`config.mk`:
```
export PLATFORM = sky130hd
export DESIGN_NAME = humidity_sensor_heater_policy_core_flat
export DESIGN_NICKNAME = d
export VERILOG_FILES = /design/src/rtl/core/hshp_pkg.sv /design/src/rtl/core/hshp_if.sv /design/src/rtl/core/humidity_sensor_heater_policy_core.sv /design/src/rtl/core/hshp_apb_regs.sv /design/src/rtl/core/hshp_policy.sv /design/src/flat_wrapper.sv
export SDC_FILE = /design/constraint.sdc
export NUM_CORES = 1
export LEC_CHECK = 0
export BUFFER_PORTS_ARGS = -buffer_cell sky130_fd_sc_hd__buf_4
export CAP_MARGIN = 20
export CORE_MARGIN = 4
export CORE_UTILIZATION = 55
export CTS_CLUSTER_DIAMETER = 50
export CTS_CLUSTER_SIZE = 8
export DETAILED_ROUTE_END_ITERATION = 6
export PLACE_DENSITY = 0.81
export SYNTH_ARGS = -nofsm -noshare
export SYNTH_HDL_FRONTEND = slang
export SYNTH_SLANG_ARGS = --single-unit
```
`constraint.sdc`:
```
create_clock -name clk_i -period 12.6 [get_ports clk_i]
set_input_delay 2.52 -clock clk_i [delete_from_list [all_inputs] [get_ports clk_i]]
set_output_delay 2.52 -clock clk_i [all_outputs]
set_load 0.05 [all_outputs]
```
`src/rtl/core/hshp_pkg.sv`:
```
package hshp_pkg;

  localparam int TempW  = 16;
  localparam int HumW   = 16;
  localparam int TimeW  = 40;
  localparam int DurW   = 24;
  localparam int PulseW = 16;
  localparam int PaddrW = 5;
  localparam int PdataW = 32;

  localparam logic [TempW-1:0]  TempLimitRst   = TempW'(41194);
  localparam logic [HumW-1:0]   RhCondenseRst  = HumW'(62259);
  localparam logic [HumW-1:0]   RhCreepRst     = HumW'(52428);
  localparam logic [DurW-1:0]   CreepIntvRst   = DurW'(30000);
  localparam logic [DurW-1:0]   DutyWindowRst  = DurW'(600000);
  localparam logic [DurW-1:0]   DutyBudgetRst  = DurW'(54000);
  localparam logic [PulseW-1:0] LongPulseRst   = PulseW'(1000);
  localparam logic [PulseW-1:0] ShortPulseRst  = PulseW'(100);

  typedef enum logic [1:0] {
    ACT_NONE  = 2'd0,
    ACT_SHORT = 2'd1,
    ACT_LONG  = 2'd2
  } heater_act_e;

  typedef enum logic [2:0] {
    REG_TEMP_LIMIT  = 3'd0,
    REG_RH_CONDENSE = 3'd1,
    REG_RH_CREEP    = 3'd2,
    REG_CREEP_INTV  = 3'd3,
    REG_DUTY_WINDOW = 3'd4,
    REG_DUTY_BUDGET = 3'd5,
    REG_LONG_PULSE  = 3'd6,
    REG_SHORT_PULSE = 3'd7
  } cfg_reg_e;

  typedef struct packed {
    logic [TempW-1:0]  temp_limit_code;
    logic [HumW-1:0]   rh_condense_code;
    logic [HumW-1:0]   rh_creep_code;
    logic [DurW-1:0]   creep_interval_ms;
    logic [DurW-1:0]   duty_window_ms;
    logic [DurW-1:0]   duty_budget_ms;
    logic [PulseW-1:0] long_pulse_ms;
    logic [PulseW-1:0] short_pulse_ms;
  } cfg_t;

  typedef struct packed {
    logic [TempW-1:0] temp_code;
    logic [HumW-1:0]  humidity_code;
    logic [TimeW-1:0] now_ms;
  } sample_t;

  typedef struct packed {
    heater_act_e action;
    logic        refused;
  } result_t;

endpackage

```
`src/rtl/core/hshp_if.sv`:
```
interface hshp_in_if import hshp_pkg::*; ();
  logic             valid;
  logic             ready;
  logic [TempW-1:0] temp_code;
  logic [HumW-1:0]  humidity_code;
  logic [TimeW-1:0] now_ms;

  modport source (output valid, temp_code, humidity_code, now_ms, input ready);
  modport sink (input valid, temp_code, humidity_code, now_ms, output ready);
endinterface

interface hshp_out_if ();
  logic       valid;
  logic       ready;
  logic [1:0] heater_action;
  logic       budget_refused;

  modport source (output valid, heater_action, budget_refused, input ready);
  modport sink (input valid, heater_action, budget_refused, output ready);
endinterface

```
`src/rtl/core/humidity_sensor_heater_policy_core.sv`:
```
// Channel  Role    Payload
// smp_i    sink    temp_code[15:0], humidity_code[15:0], now_ms[39:0]
// res_o    source  heater_action[1:0], budget_refused
// apb      slave   8 registers at byte address 4*i, 32-bit data
//
// One sample per cycle while res_o.ready holds; the result passes through the input and result registers.
// Input register, then combinational decision and duty state update into the result register.
// Duty state advances only when a sample that requests a pulse moves into the result register.
// A stalled result holds; one sample still waits in the input register.
// Reset: registers take their default values, duty state and valid flags clear.
module humidity_sensor_heater_policy_core import hshp_pkg::*; (
  input  logic              clk_i,
  input  logic              rst_ni,
  hshp_in_if.sink           smp_i,
  hshp_out_if.source        res_o,
  input  logic              psel,
  input  logic              penable,
  input  logic              pwrite,
  input  logic [PaddrW-1:0] paddr,
  input  logic [PdataW-1:0] pwdata,
  output logic [PdataW-1:0] prdata,
  output logic              pready
);

  cfg_t    cfg;
  sample_t smp_q;
  logic    smp_vld_q, smp_vld_d;
  logic    adv;
  logic    in_ready;

  assign in_ready = !smp_vld_q || adv;
  assign pready   = 1'b1;

  always_comb begin
    smp_vld_d = smp_vld_q;
    if (in_ready) begin
      smp_vld_d = smp_i.valid;
    end
  end

  always_ff @(posedge clk_i or negedge rst_ni) begin
    if (!rst_ni) begin
      smp_vld_q <= 1'b0;
    end else begin
      smp_vld_q <= smp_vld_d;
    end
  end

  always_ff @(posedge clk_i) begin
    if (in_ready && smp_i.valid) begin
      smp_q.temp_code     <= smp_i.temp_code;
      smp_q.humidity_code <= smp_i.humidity_code;
      smp_q.now_ms        <= smp_i.now_ms;
    end
  end

  assign smp_i.ready = in_ready;

  hshp_apb_regs u_regs (
    .clk_i     (clk_i),
    .rst_ni    (rst_ni),
    .psel_i    (psel),
    .penable_i (penable),
    .pwrite_i  (pwrite),
    .paddr_i   (paddr),
    .pwdata_i  (pwdata),
    .prdata_o  (prdata),
    .cfg_o     (cfg)
  );

  hshp_policy u_policy (
    .clk_i     (clk_i),
    .rst_ni    (rst_ni),
    .cfg_i     (cfg),
    .smp_vld_i (smp_vld_q),
    .smp_i     (smp_q),
    .adv_o     (adv),
    .res_o     (res_o)
  );

endmodule

```
`src/rtl/core/hshp_apb_regs.sv`:
```
module hshp_apb_regs import hshp_pkg::*; (
  input  logic              clk_i,
  input  logic              rst_ni,
  input  logic              psel_i,
  input  logic              penable_i,
  input  logic              pwrite_i,
  input  logic [PaddrW-1:0] paddr_i,
  input  logic [PdataW-1:0] pwdata_i,
  output logic [PdataW-1:0] prdata_o,
  output cfg_t              cfg_o
);

  cfg_t     cfg_q, cfg_d;
  cfg_reg_e wsel;
  logic     wr_en;

  assign wsel  = cfg_reg_e'(paddr_i[PaddrW-1:2]);
  assign wr_en = psel_i && penable_i && pwrite_i;

  always_comb begin
    cfg_d = cfg_q;
    if (wr_en) begin
      unique case (wsel)
        REG_TEMP_LIMIT:  cfg_d.temp_limit_code   = pwdata_i[TempW-1:0];
        REG_RH_CONDENSE: cfg_d.rh_condense_code  = pwdata_i[HumW-1:0];
        REG_RH_CREEP:    cfg_d.rh_creep_code     = pwdata_i[HumW-1:0];
        REG_CREEP_INTV:  cfg_d.creep_interval_ms = pwdata_i[DurW-1:0];
        REG_DUTY_WINDOW: cfg_d.duty_window_ms    = pwdata_i[DurW-1:0];
        REG_DUTY_BUDGET: cfg_d.duty_budget_ms    = pwdata_i[DurW-1:0];
        REG_LONG_PULSE:  cfg_d.long_pulse_ms     = pwdata_i[PulseW-1:0];
        REG_SHORT_PULSE: cfg_d.short_pulse_ms    = pwdata_i[PulseW-1:0];
        default: ;
      endcase
    end
  end

  always_ff @(posedge clk_i or negedge rst_ni) begin
    if (!rst_ni) begin
      cfg_q.temp_limit_code   <= TempLimitRst;
      cfg_q.rh_condense_code  <= RhCondenseRst;
      cfg_q.rh_creep_code     <= RhCreepRst;
      cfg_q.creep_interval_ms <= CreepIntvRst;
      cfg_q.duty_window_ms    <= DutyWindowRst;
      cfg_q.duty_budget_ms    <= DutyBudgetRst;
      cfg_q.long_pulse_ms     <= LongPulseRst;
      cfg_q.short_pulse_ms    <= ShortPulseRst;
    end else begin
      cfg_q <= cfg_d;
    end
  end

  always_comb begin
    prdata_o = '0;
    unique case (wsel)
      REG_TEMP_LIMIT:  prdata_o = PdataW'(cfg_q.temp_limit_code);
      REG_RH_CONDENSE: prdata_o = PdataW'(cfg_q.rh_condense_code);
      REG_RH_CREEP:    prdata_o = PdataW'(cfg_q.rh_creep_code);
      REG_CREEP_INTV:  prdata_o = PdataW'(cfg_q.creep_interval_ms);
      REG_DUTY_WINDOW: prdata_o = PdataW'(cfg_q.duty_window_ms);
      REG_DUTY_BUDGET: prdata_o = PdataW'(cfg_q.duty_budget_ms);
      REG_LONG_PULSE:  prdata_o = PdataW'(cfg_q.long_pulse_ms);
      REG_SHORT_PULSE: prdata_o = PdataW'(cfg_q.short_pulse_ms);
      default: ;
    endcase
  end

  assign cfg_o = cfg_q;

endmodule

```
`src/rtl/core/hshp_policy.sv`:
```
module hshp_policy import hshp_pkg::*; (
  input  logic      clk_i,
  input  logic      rst_ni,
  input  cfg_t      cfg_i,
  input  logic      smp_vld_i,
  input  sample_t   smp_i,
  output logic      adv_o,
  hshp_out_if.source res_o
);

  logic [TimeW-1:0]  window_start_q, window_start_d;
  logic [DurW-1:0]   used_q, used_d;
  logic [TimeW-1:0]  last_heat_q, last_heat_d;
  logic              res_vld_q, res_vld_d;
  result_t           res_q, res_d;

  logic              temp_ok, rh_long, rh_creep, creep_due, want_long, want;
  logic [TimeW-1:0]  since_heat, since_win;
  logic              expired, fits;
  logic [PulseW-1:0] pulse;
  logic [DurW:0]     sum_base;
  logic              adv;

  assign adv = smp_vld_i && (!res_vld_q || res_o.ready);

  always_comb begin
    temp_ok    = smp_i.temp_code < cfg_i.temp_limit_code;
    rh_long    = smp_i.humidity_code >= cfg_i.rh_condense_code;
    rh_creep   = smp_i.humidity_code >= cfg_i.rh_creep_code;
    since_heat = smp_i.now_ms - last_heat_q;
    since_win  = smp_i.now_ms - window_start_q;
    creep_due  = (|since_heat[TimeW-1:DurW]) ||
                 (since_heat[DurW-1:0] >= cfg_i.creep_interval_ms);
    expired    = (|since_win[TimeW-1:DurW]) ||
                 (since_win[DurW-1:0] >= cfg_i.duty_window_ms);
    want_long  = temp_ok && rh_long;
    want       = want_long || (temp_ok && rh_creep && creep_due);
    pulse      = want_long ? cfg_i.long_pulse_ms : cfg_i.short_pulse_ms;
    sum_base   = expired ? (DurW+1)'(pulse)
                         : ({1'b0, used_q} + (DurW+1)'(pulse));
    fits       = sum_base <= {1'b0, cfg_i.duty_budget_ms};

    window_start_d = window_start_q;
    used_d         = used_q;
    last_heat_d    = last_heat_q;
    if (adv && want) begin
      last_heat_d = smp_i.now_ms;
      if (expired) begin
        window_start_d = smp_i.now_ms;
        used_d         = '0;
      end
      if (fits) begin
        used_d = sum_base[DurW-1:0];
      end
    end

    res_d.refused = want && !fits;
    if (want && fits) begin
      res_d.action = want_long ? ACT_LONG : ACT_SHORT;
    end else begin
      res_d.action = ACT_NONE;
    end

    res_vld_d = res_vld_q;
    if (adv) begin
      res_vld_d = 1'b1;
    end else if (res_o.ready) begin
      res_vld_d = 1'b0;
    end
  end

  always_ff @(posedge clk_i or negedge rst_ni) begin
    if (!rst_ni) begin
      window_start_q <= '0;
      used_q         <= '0;
      last_heat_q    <= '0;
      res_vld_q      <= 1'b0;
    end else begin
      window_start_q <= window_start_d;
      used_q         <= used_d;
      last_heat_q    <= last_heat_d;
      res_vld_q      <= res_vld_d;
    end
  end

  always_ff @(posedge clk_i) begin
    if (adv) begin
      res_q <= res_d;
    end
  end

  assign adv_o                = adv;
  assign res_o.valid          = res_vld_q;
  assign res_o.heater_action  = res_q.action;
  assign res_o.budget_refused = res_q.refused;

`ifndef SYNTHESIS
  a_refused_no_fire: assert property (@(posedge clk_i) disable iff (!rst_ni)
    res_vld_q && res_q.refused |-> res_q.action == ACT_NONE)
    else $error("refused pulse reported as fired");

  a_heat_time_update: assert property (@(posedge clk_i) disable iff (!rst_ni)
    adv && want |=> last_heat_q == $past(smp_i.now_ms))
    else $error("last heat time not restarted by a pulse request");

  a_idle_state_hold: assert property (@(posedge clk_i) disable iff (!rst_ni)
    !(adv && want) |=> $stable(window_start_q) && $stable(used_q) && $stable(last_heat_q))
    else $error("duty state moved without a pulse request");

  a_charge_in_budget: assert property (@(posedge clk_i) disable iff (!rst_ni)
    adv && want && fits |=> used_q <= $past(cfg_i.duty_budget_ms))
    else $error("charged on-time exceeds budget");
`endif

endmodule
```
`src/flat_wrapper.sv`:
```
// flat-port wrapper written by rule: the top's interface ports become plain ports
module humidity_sensor_heater_policy_core_flat import hshp_pkg::*;
  (clk_i, rst_ni, psel, penable, pwrite, paddr, pwdata, prdata, pready, smp_i_valid, smp_i_temp_code, smp_i_humidity_code, smp_i_now_ms, smp_i_ready, res_o_valid, res_o_heater_action, res_o_budget_refused, res_o_ready);
  hshp_in_if smp_i_i ();
  hshp_out_if res_o_i ();
  input  logic clk_i;
  input  logic rst_ni;
  input  logic psel;
  input  logic penable;
  input  logic pwrite;
  input  logic [PaddrW-1:0] paddr;
  input  logic [PdataW-1:0] pwdata;
  output logic [PdataW-1:0] prdata;
  output logic pready;
  input wire logic [$bits(smp_i_i.valid)-1:0] smp_i_valid;
  input wire logic [$bits(smp_i_i.temp_code)-1:0] smp_i_temp_code;
  input wire logic [$bits(smp_i_i.humidity_code)-1:0] smp_i_humidity_code;
  input wire logic [$bits(smp_i_i.now_ms)-1:0] smp_i_now_ms;
  output wire logic [$bits(smp_i_i.ready)-1:0] smp_i_ready;
  output wire logic [$bits(res_o_i.valid)-1:0] res_o_valid;
  output wire logic [$bits(res_o_i.heater_action)-1:0] res_o_heater_action;
  output wire logic [$bits(res_o_i.budget_refused)-1:0] res_o_budget_refused;
  input wire logic [$bits(res_o_i.ready)-1:0] res_o_ready;
  assign smp_i_i.valid = smp_i_valid;
  assign smp_i_i.temp_code = smp_i_temp_code;
  assign smp_i_i.humidity_code = smp_i_humidity_code;
  assign smp_i_i.now_ms = smp_i_now_ms;
  assign smp_i_ready = smp_i_i.ready;
  assign res_o_valid = res_o_i.valid;
  assign res_o_heater_action = res_o_i.heater_action;
  assign res_o_budget_refused = res_o_i.budget_refused;
  assign res_o_i.ready = res_o_ready;
  humidity_sensor_heater_policy_core u_core (.clk_i(clk_i), .rst_ni(rst_ni), .smp_i(smp_i_i), .res_o(res_o_i), .psel(psel), .penable(penable), .pwrite(pwrite), .paddr(paddr), .pwdata(pwdata), .prdata(prdata), .pready(pready));
endmodule
```
After elaboration in Yosys (flattened, before gate mapping)

Cells that the tools add are included.

Output and inout bits: 38
Logic and storage cells: 75
Bits of input ports: 116
Flip-flop bits (word level): 333

Magnitude comparators: 6
Eq/ne operators: 7
Mux-type cells: 8
$add $sub $neg: 3
Reductions and logical operators: 33

Operators by type and width:

| cell                                                 | number |
|---|---|
| case mux 32 bit (8 select lines)                     | 1 |
| subtractor 40 bit                                    | 2 |
| greater-or-equal comparator 24 bit                   | 2 |
| two-way mux 24 bit                                   | 2 |
| greater-or-equal comparator 16 bit                   | 2 |
| OR reduction 16 bit                                  | 2 |
| adder 24 x 16 -> 25 bit                              | 1 |
| less-or-equal comparator 25 x 24 -> 1 bit            | 1 |
| two-way mux 25 bit                                   | 1 |
| AND reduction 2 bit                                  | 10 |
| < comparator 16 bit                                  | 1 |
| two-way mux 16 bit                                   | 1 |
| equality test 3 bit (second input constant)          | 4 |
| logical AND 1 bit                                    | 10 |
| equality test 3 x 2 -> 1 bit (second input constant) | 2 |
| logical OR 1 bit                                     | 5 |
| nonzero test 2 bit                                   | 2 |
| equality test 3 x 1 -> 1 bit (second input constant) | 1 |
| logical NOT 1 bit                                    | 3 |
| logical NOT 3 bit                                    | 1 |
| two-way mux 1 bit                                    | 2 |
| two-way mux 2 bit                                    | 1 |

Logic depth before layout (Yosys ltp)

Depth in word-level cells: 8
Depth in mapped cells: 38
Mapped depth without buffers: 35

By module

From an unflattened synthesis, not the netlist that was laid out.

Cells, all modules: 2413
Area, all modules: 23662.7 um^2

By module, submodules not included:

| module                             | area an instance (um^2) | cells an instance | seq. area each (um^2) | times used |
|---|---|---|---|---|
| hshp_policy                        | 14288.7                 | 1779              | 2717.6                | 1 |
| hshp_apb_regs                      | 7146.9                  | 556               | 3875.0                | 1 |
| humidity_sensor_heater_policy_core | 2227.1                  | 78                | 2187.1                | 1 |

Worst setup path before layout

No wires, ideal clock.

Path kind: input-to-output
Start point: input paddr[2]
End point: output prdata[16]
Path slack: 5.253 ns
Data required time: 10.080 ns
Stages: 5
Buffers on the path: 3
Arrival: 4.827 ns
Cell sequence: buf_1 > clkbuf_1 > buf_1 > mux2i_1 > o21ai_0

Cells in the longest elaborated chain, start to end: 2
Elaborated cells on any way between the ends: 9
Classes of those cells: 7 x eq/ne; 1 x mux; 1 x reduce/logical

RTL lines:

| element                                           | line                | source |
|---|---|---|
| start, declared                                   | flat_wrapper.sv:11  | `input logic [PaddrW-1:0] paddr;` |
| equality test 3 bit, or another cell as far along | hshp_apb_regs.sv:54 | `unique case (wsel)` |
| case mux 32 bit (8 select lines) *                | hshp_apb_regs.sv:54 |  |
| end, declared                                     | flat_wrapper.sv:13  | `output logic [PdataW-1:0] prdata;` |

Every way passes the cells marked *; elsewhere a longest branch is shown, timed or not. The select of a mux whose other input is x is not followed.

Worst setup path in the final report

Start point: register u_core.smp_q[7] in the netlist's numbering
End point: register u_core.u_policy.used_q[17]

Cells in the longest elaborated chain, start to end: 7
Elaborated cells on any way between the ends: 16
Classes of those cells: 2 x add/sub; 3 x order compare; 2 x mux; 9 x reduce/logical

RTL lines:

| element                                                                              | line                                     | source |
|---|---|---|
| start, declared                                                                      | humidity_sensor_heater_policy_core.sv:26 | `sample_t smp_q;` |
| subtractor 40 bit (on tied branches)                                                 | hshp_policy.sv:31, hshp_policy.sv:30     |  |
| greater-or-equal comparator 24 bit, or another cell as far along                     | hshp_policy.sv:35                        | `(since_win[DurW-1:0] >= cfg_i.duty_window_ms);` |
| logical OR 1 bit (on tied branches)                                                  | hshp_policy.sv:34, hshp_policy.sv:32     |  |
| two-way mux 25 bit / logical AND 1 bit (equally long branches)                       | hshp_policy.sv:39, hshp_policy.sv:37     |  |
| less-or-equal comparator 25 x 24 -> 1 bit / logical OR 1 bit (equally long branches) | hshp_policy.sv:41, hshp_policy.sv:37     |  |
| nonzero test 2 bit (no line) / logical AND 1 bit (equally long branches)             | --                                       |  |
| AND reduction 2 bit (no line)                                                        | --                                       |  |
| end signal, assigned                                                                 | hshp_policy.sv:80                        | `used_q <= used_d;` |
| end, declared                                                                        | hshp_policy.sv:12                        | `logic [DurW-1:0] used_q, used_d;` |

Several ways; a longest one is shown, not always the timed one.
A chain may end at the register's enable or synchronous reset.

==> reports/metrics.csv <==
stage,metric,value,unit
worst_setup_path,cp_slowest_stage_delay,1130,ps
sta,fin_crit_sh,72.2,%
global_route,grt_pass1_vias,18600,
sta,period_needed,9100,ps
worst_setup_path,crit_fanout,39,
power_and_ir_drop,power.static_leakage,11.3,nW
power_and_ir_drop,vdd_drop_max,0.151,mV
worst_setup_path,cpLargestDelayFamily,compound AO/OA/AOI/OAI gates,
sta,max_freq,110,MHz
logic_synthesis,async_reset_ff_share,77.5,%
final_layout,area_growth,13.1,%
cts,cts_resized,0,
global_route,use_met3,5.70,%
cts,clockBufferDepth,3,
place,gp_congestion,0.952,
final_layout,nets,2874,
sta,worst_pin_slew,1050,ps
global_route,grt.overflow.total,0,
final_layout,mostFrequentLayoutCells,"261 x nand2_1, 230 x inv_1, 213 x ha_1",
worst_setup_path,crit_path_end_kind,flip-flop,
sta,slew_headroom,29.9,%
floorplan,die_h,210,um
logic_synthesis,ys_seq_area_share,39.1,%
drt,vias,19200,
cts,clkSinkCount,333,
global_route,met1_usage,38.8,%
place,portBuffers,134,
logic_synthesis,synth_top_area_share,22.4,%
floorplan,row_count,73,
worst_setup_path,start_kind,flip-flop,
cts,cts_tree,yes,
floorplan,dieArea,0.0441,mm^2
cts,cts_buffers,51,
floorplan,dieWidth,210,um
cts,cts_hold_buf,0,
drt,drt_first_pass_iters,7,
cts,clkTransAtPathRegs,50,ps
global_route,grt_busiest_layer,met2,
logic_synthesis,netlist_instances,2448,
global_route,grt_max_degree,100,
cts,cts_setup_buffers,0,
drt,drc_errors,0,
logic_synthesis,ys.flop_type,dfrtp_1,
final_layout,drive_gt1_share,15.3,%
sta,setup_tns,0,ps
worst_setup_path,worstPathRequired,13090,ps
logic_synthesis,synth_edf_count,75,
sta,finalHoldViolations,0,
logic_synthesis,yosys-top-cells-area,"dfrtp_1 22%, ha_1 12%, edfxtp_1 10%, dfstp_2 6.7%, mux2_2 4.7%",
sta,finClkSkew,56.4,ps
floorplan,coreArea,0.0400,mm^2
global_route,met2_usage,45.7,%
final_layout,final_common_cell,nand2_1,
logic_synthesis,ys_ff_latch,333,
flow_run,cap_violations,0,
cts,clockRootBuffer,clkbuf_16,
worst_hold_path,min_path_type,flip-flop to flip-flop,
logic_synthesis,ys_warn_count,0,
logic_synthesis,synth.avg_cell_area,9.16,um^2
floorplan,start_util,56.1,%
worst_setup_path,path_class,flip-flop to flip-flop,
sta,setup_viol,0,
outcome,status,completed,
global_route,antenna_found_initial,0,
cts,htree_levels,2,
sta,slew_viol_final,0,
worst_setup_path,slowest_stage,or4_2,
drt,ant_nets,0,
final_layout,final-instance-count-excl-fill,3107,
global_route,grt_pass1_wl,102000,um
drt,routed_wl,64200,um
worst_setup_path,critPathBufInv,1,
place,dp_cells,3011,
drt,avgViaCountPerCell,6.18,
worst_setup_path,worst-endpoint-arrival,9590,ps
sta,rsz0062_at_grt,false,
drt,avgRoutedWirePerCell,20.7,um
logic_synthesis,ys_types,88,
global_route,track_usage,28.6,%
power_and_ir_drop,power_density,230,mW/mm^2
logic_synthesis,synth_area,0.0224,mm^2
floorplan,ioPinCount,154,
drt,first_iter_violations,1873,
final_layout,num_antenna_cells,0,
place,place_hpwl,47600,um
cts,clk_latency,630,ps
logic_synthesis,synth.largest_area_cell,dfrtp_1,
[flip-flops by register name, summed over array words and instances (netlist names)]
name                                  flops
u_core.u_policy.used_q                   24
u_core.u_policy.res_o.valid               1
u_core.u_policy.window_start_q           40
u_core.u_policy.res_o.budget_refused      1
u_core.u_regs.cfg_o                     152
u_core.smp_q                             72
u_core.smp_vld_q                          1
u_core.u_policy.last_heat_q              40
u_core.u_policy.res_o.heater_action       2
[area by class of cell]
class / instances / area [um^2]
Clock buffer: 84 / 1400
Tap cell: 525 / 657
Multi-Input combinational cell: 1776 / 12300
Fill cell: 3172 / 14600
Timing Repair Buffer: 149 / 1190
Inverter: 231 / 867
Clock inverter: 9 / 135
Sequential cell: 333 / 8780
[cells in the mapped netlist (14+ instances only)]
master and instances:
nand2_1 261, inv_1 230, ha_1 213, dfrtp_1 201
o21ai_0 188, a21oi_1 152, nor2_1 143, mux2_2 93
o21ai_1 84, clkbuf_1 77, edfxtp_1 75, nand3_1 72
dfstp_2 57, xnor2_1 53, a21o_1 49, nand4_1 34
o21a_1 33, nor3_1 32, mux2i_1 28, a211oi_1 21
nand2b_1 20, xor2_1 19, o211ai_1 18, a22o_1 17
nor2b_1 16, a221oi_1 14, buf_2 14
[per-stage QoR]
stage	area, um^2	power, mW	hold slack, ps	worst slack [ps]	util [%]
finish	25400	5.84	499	3500	63.4
global route	25400	6.26	519	2960	63.4
CTS	25300	5.79	497	3660	63.2
detailed placement	23700	4.49	486	3720	59.4
global placement	23700	4.38	466	3780	59.4
floorplan	22500	3.75	449	5250	-
[kinds of logic after synthesis]
group           after synthesis  synth area share [%]
fa+ha+maj                   216                  12.2
xor+xnor                     72                  2.81
compound gates              692                  19.1
mux                         136                  7.17
buf+inv                     346                  6.14
other cells                   2                0.0335
simple gates                651                  13.4
flops                       333                  39.1
[routing by layer]
layer	vias up	wire length, um
met2	846	29700
li1	8959	-
met4	0	2400
met5	-	0
met1	9259	26800
met3	149	5290
[path summary, 6_finish.rpt]
check	start	end	slack (ps)	depth (start not counted)
max reg2reg	u_core.smp_q[7]	u_core.u_policy.used_q[17]	3500	31
min	u_core.u_policy.window_start_q[0]	u_core.u_policy.window_start_q[0]	500	1
max in group asynchronous	rst_ni	u_core.u_policy.window_start_q[29]	9420	3
min in group asynchronous	rst_ni	u_core.u_policy.used_q[19]	1930	1
max	u_core.smp_q[7]	u_core.u_policy.used_q[17]	3500	31
min reg2reg	u_core.u_policy.window_start_q[0]	u_core.u_policy.window_start_q[0]	500	1
[power breakdown]
group	total (mW)	internal, mW	switching [mW]
clock	1.27	0.761	0.507
combinational	3.00	1.22	1.78
sequential	1.57	1.41	0.154
total	5.84	3.39	2.44
No activity file was read; power rests on OpenSTA's default activity.
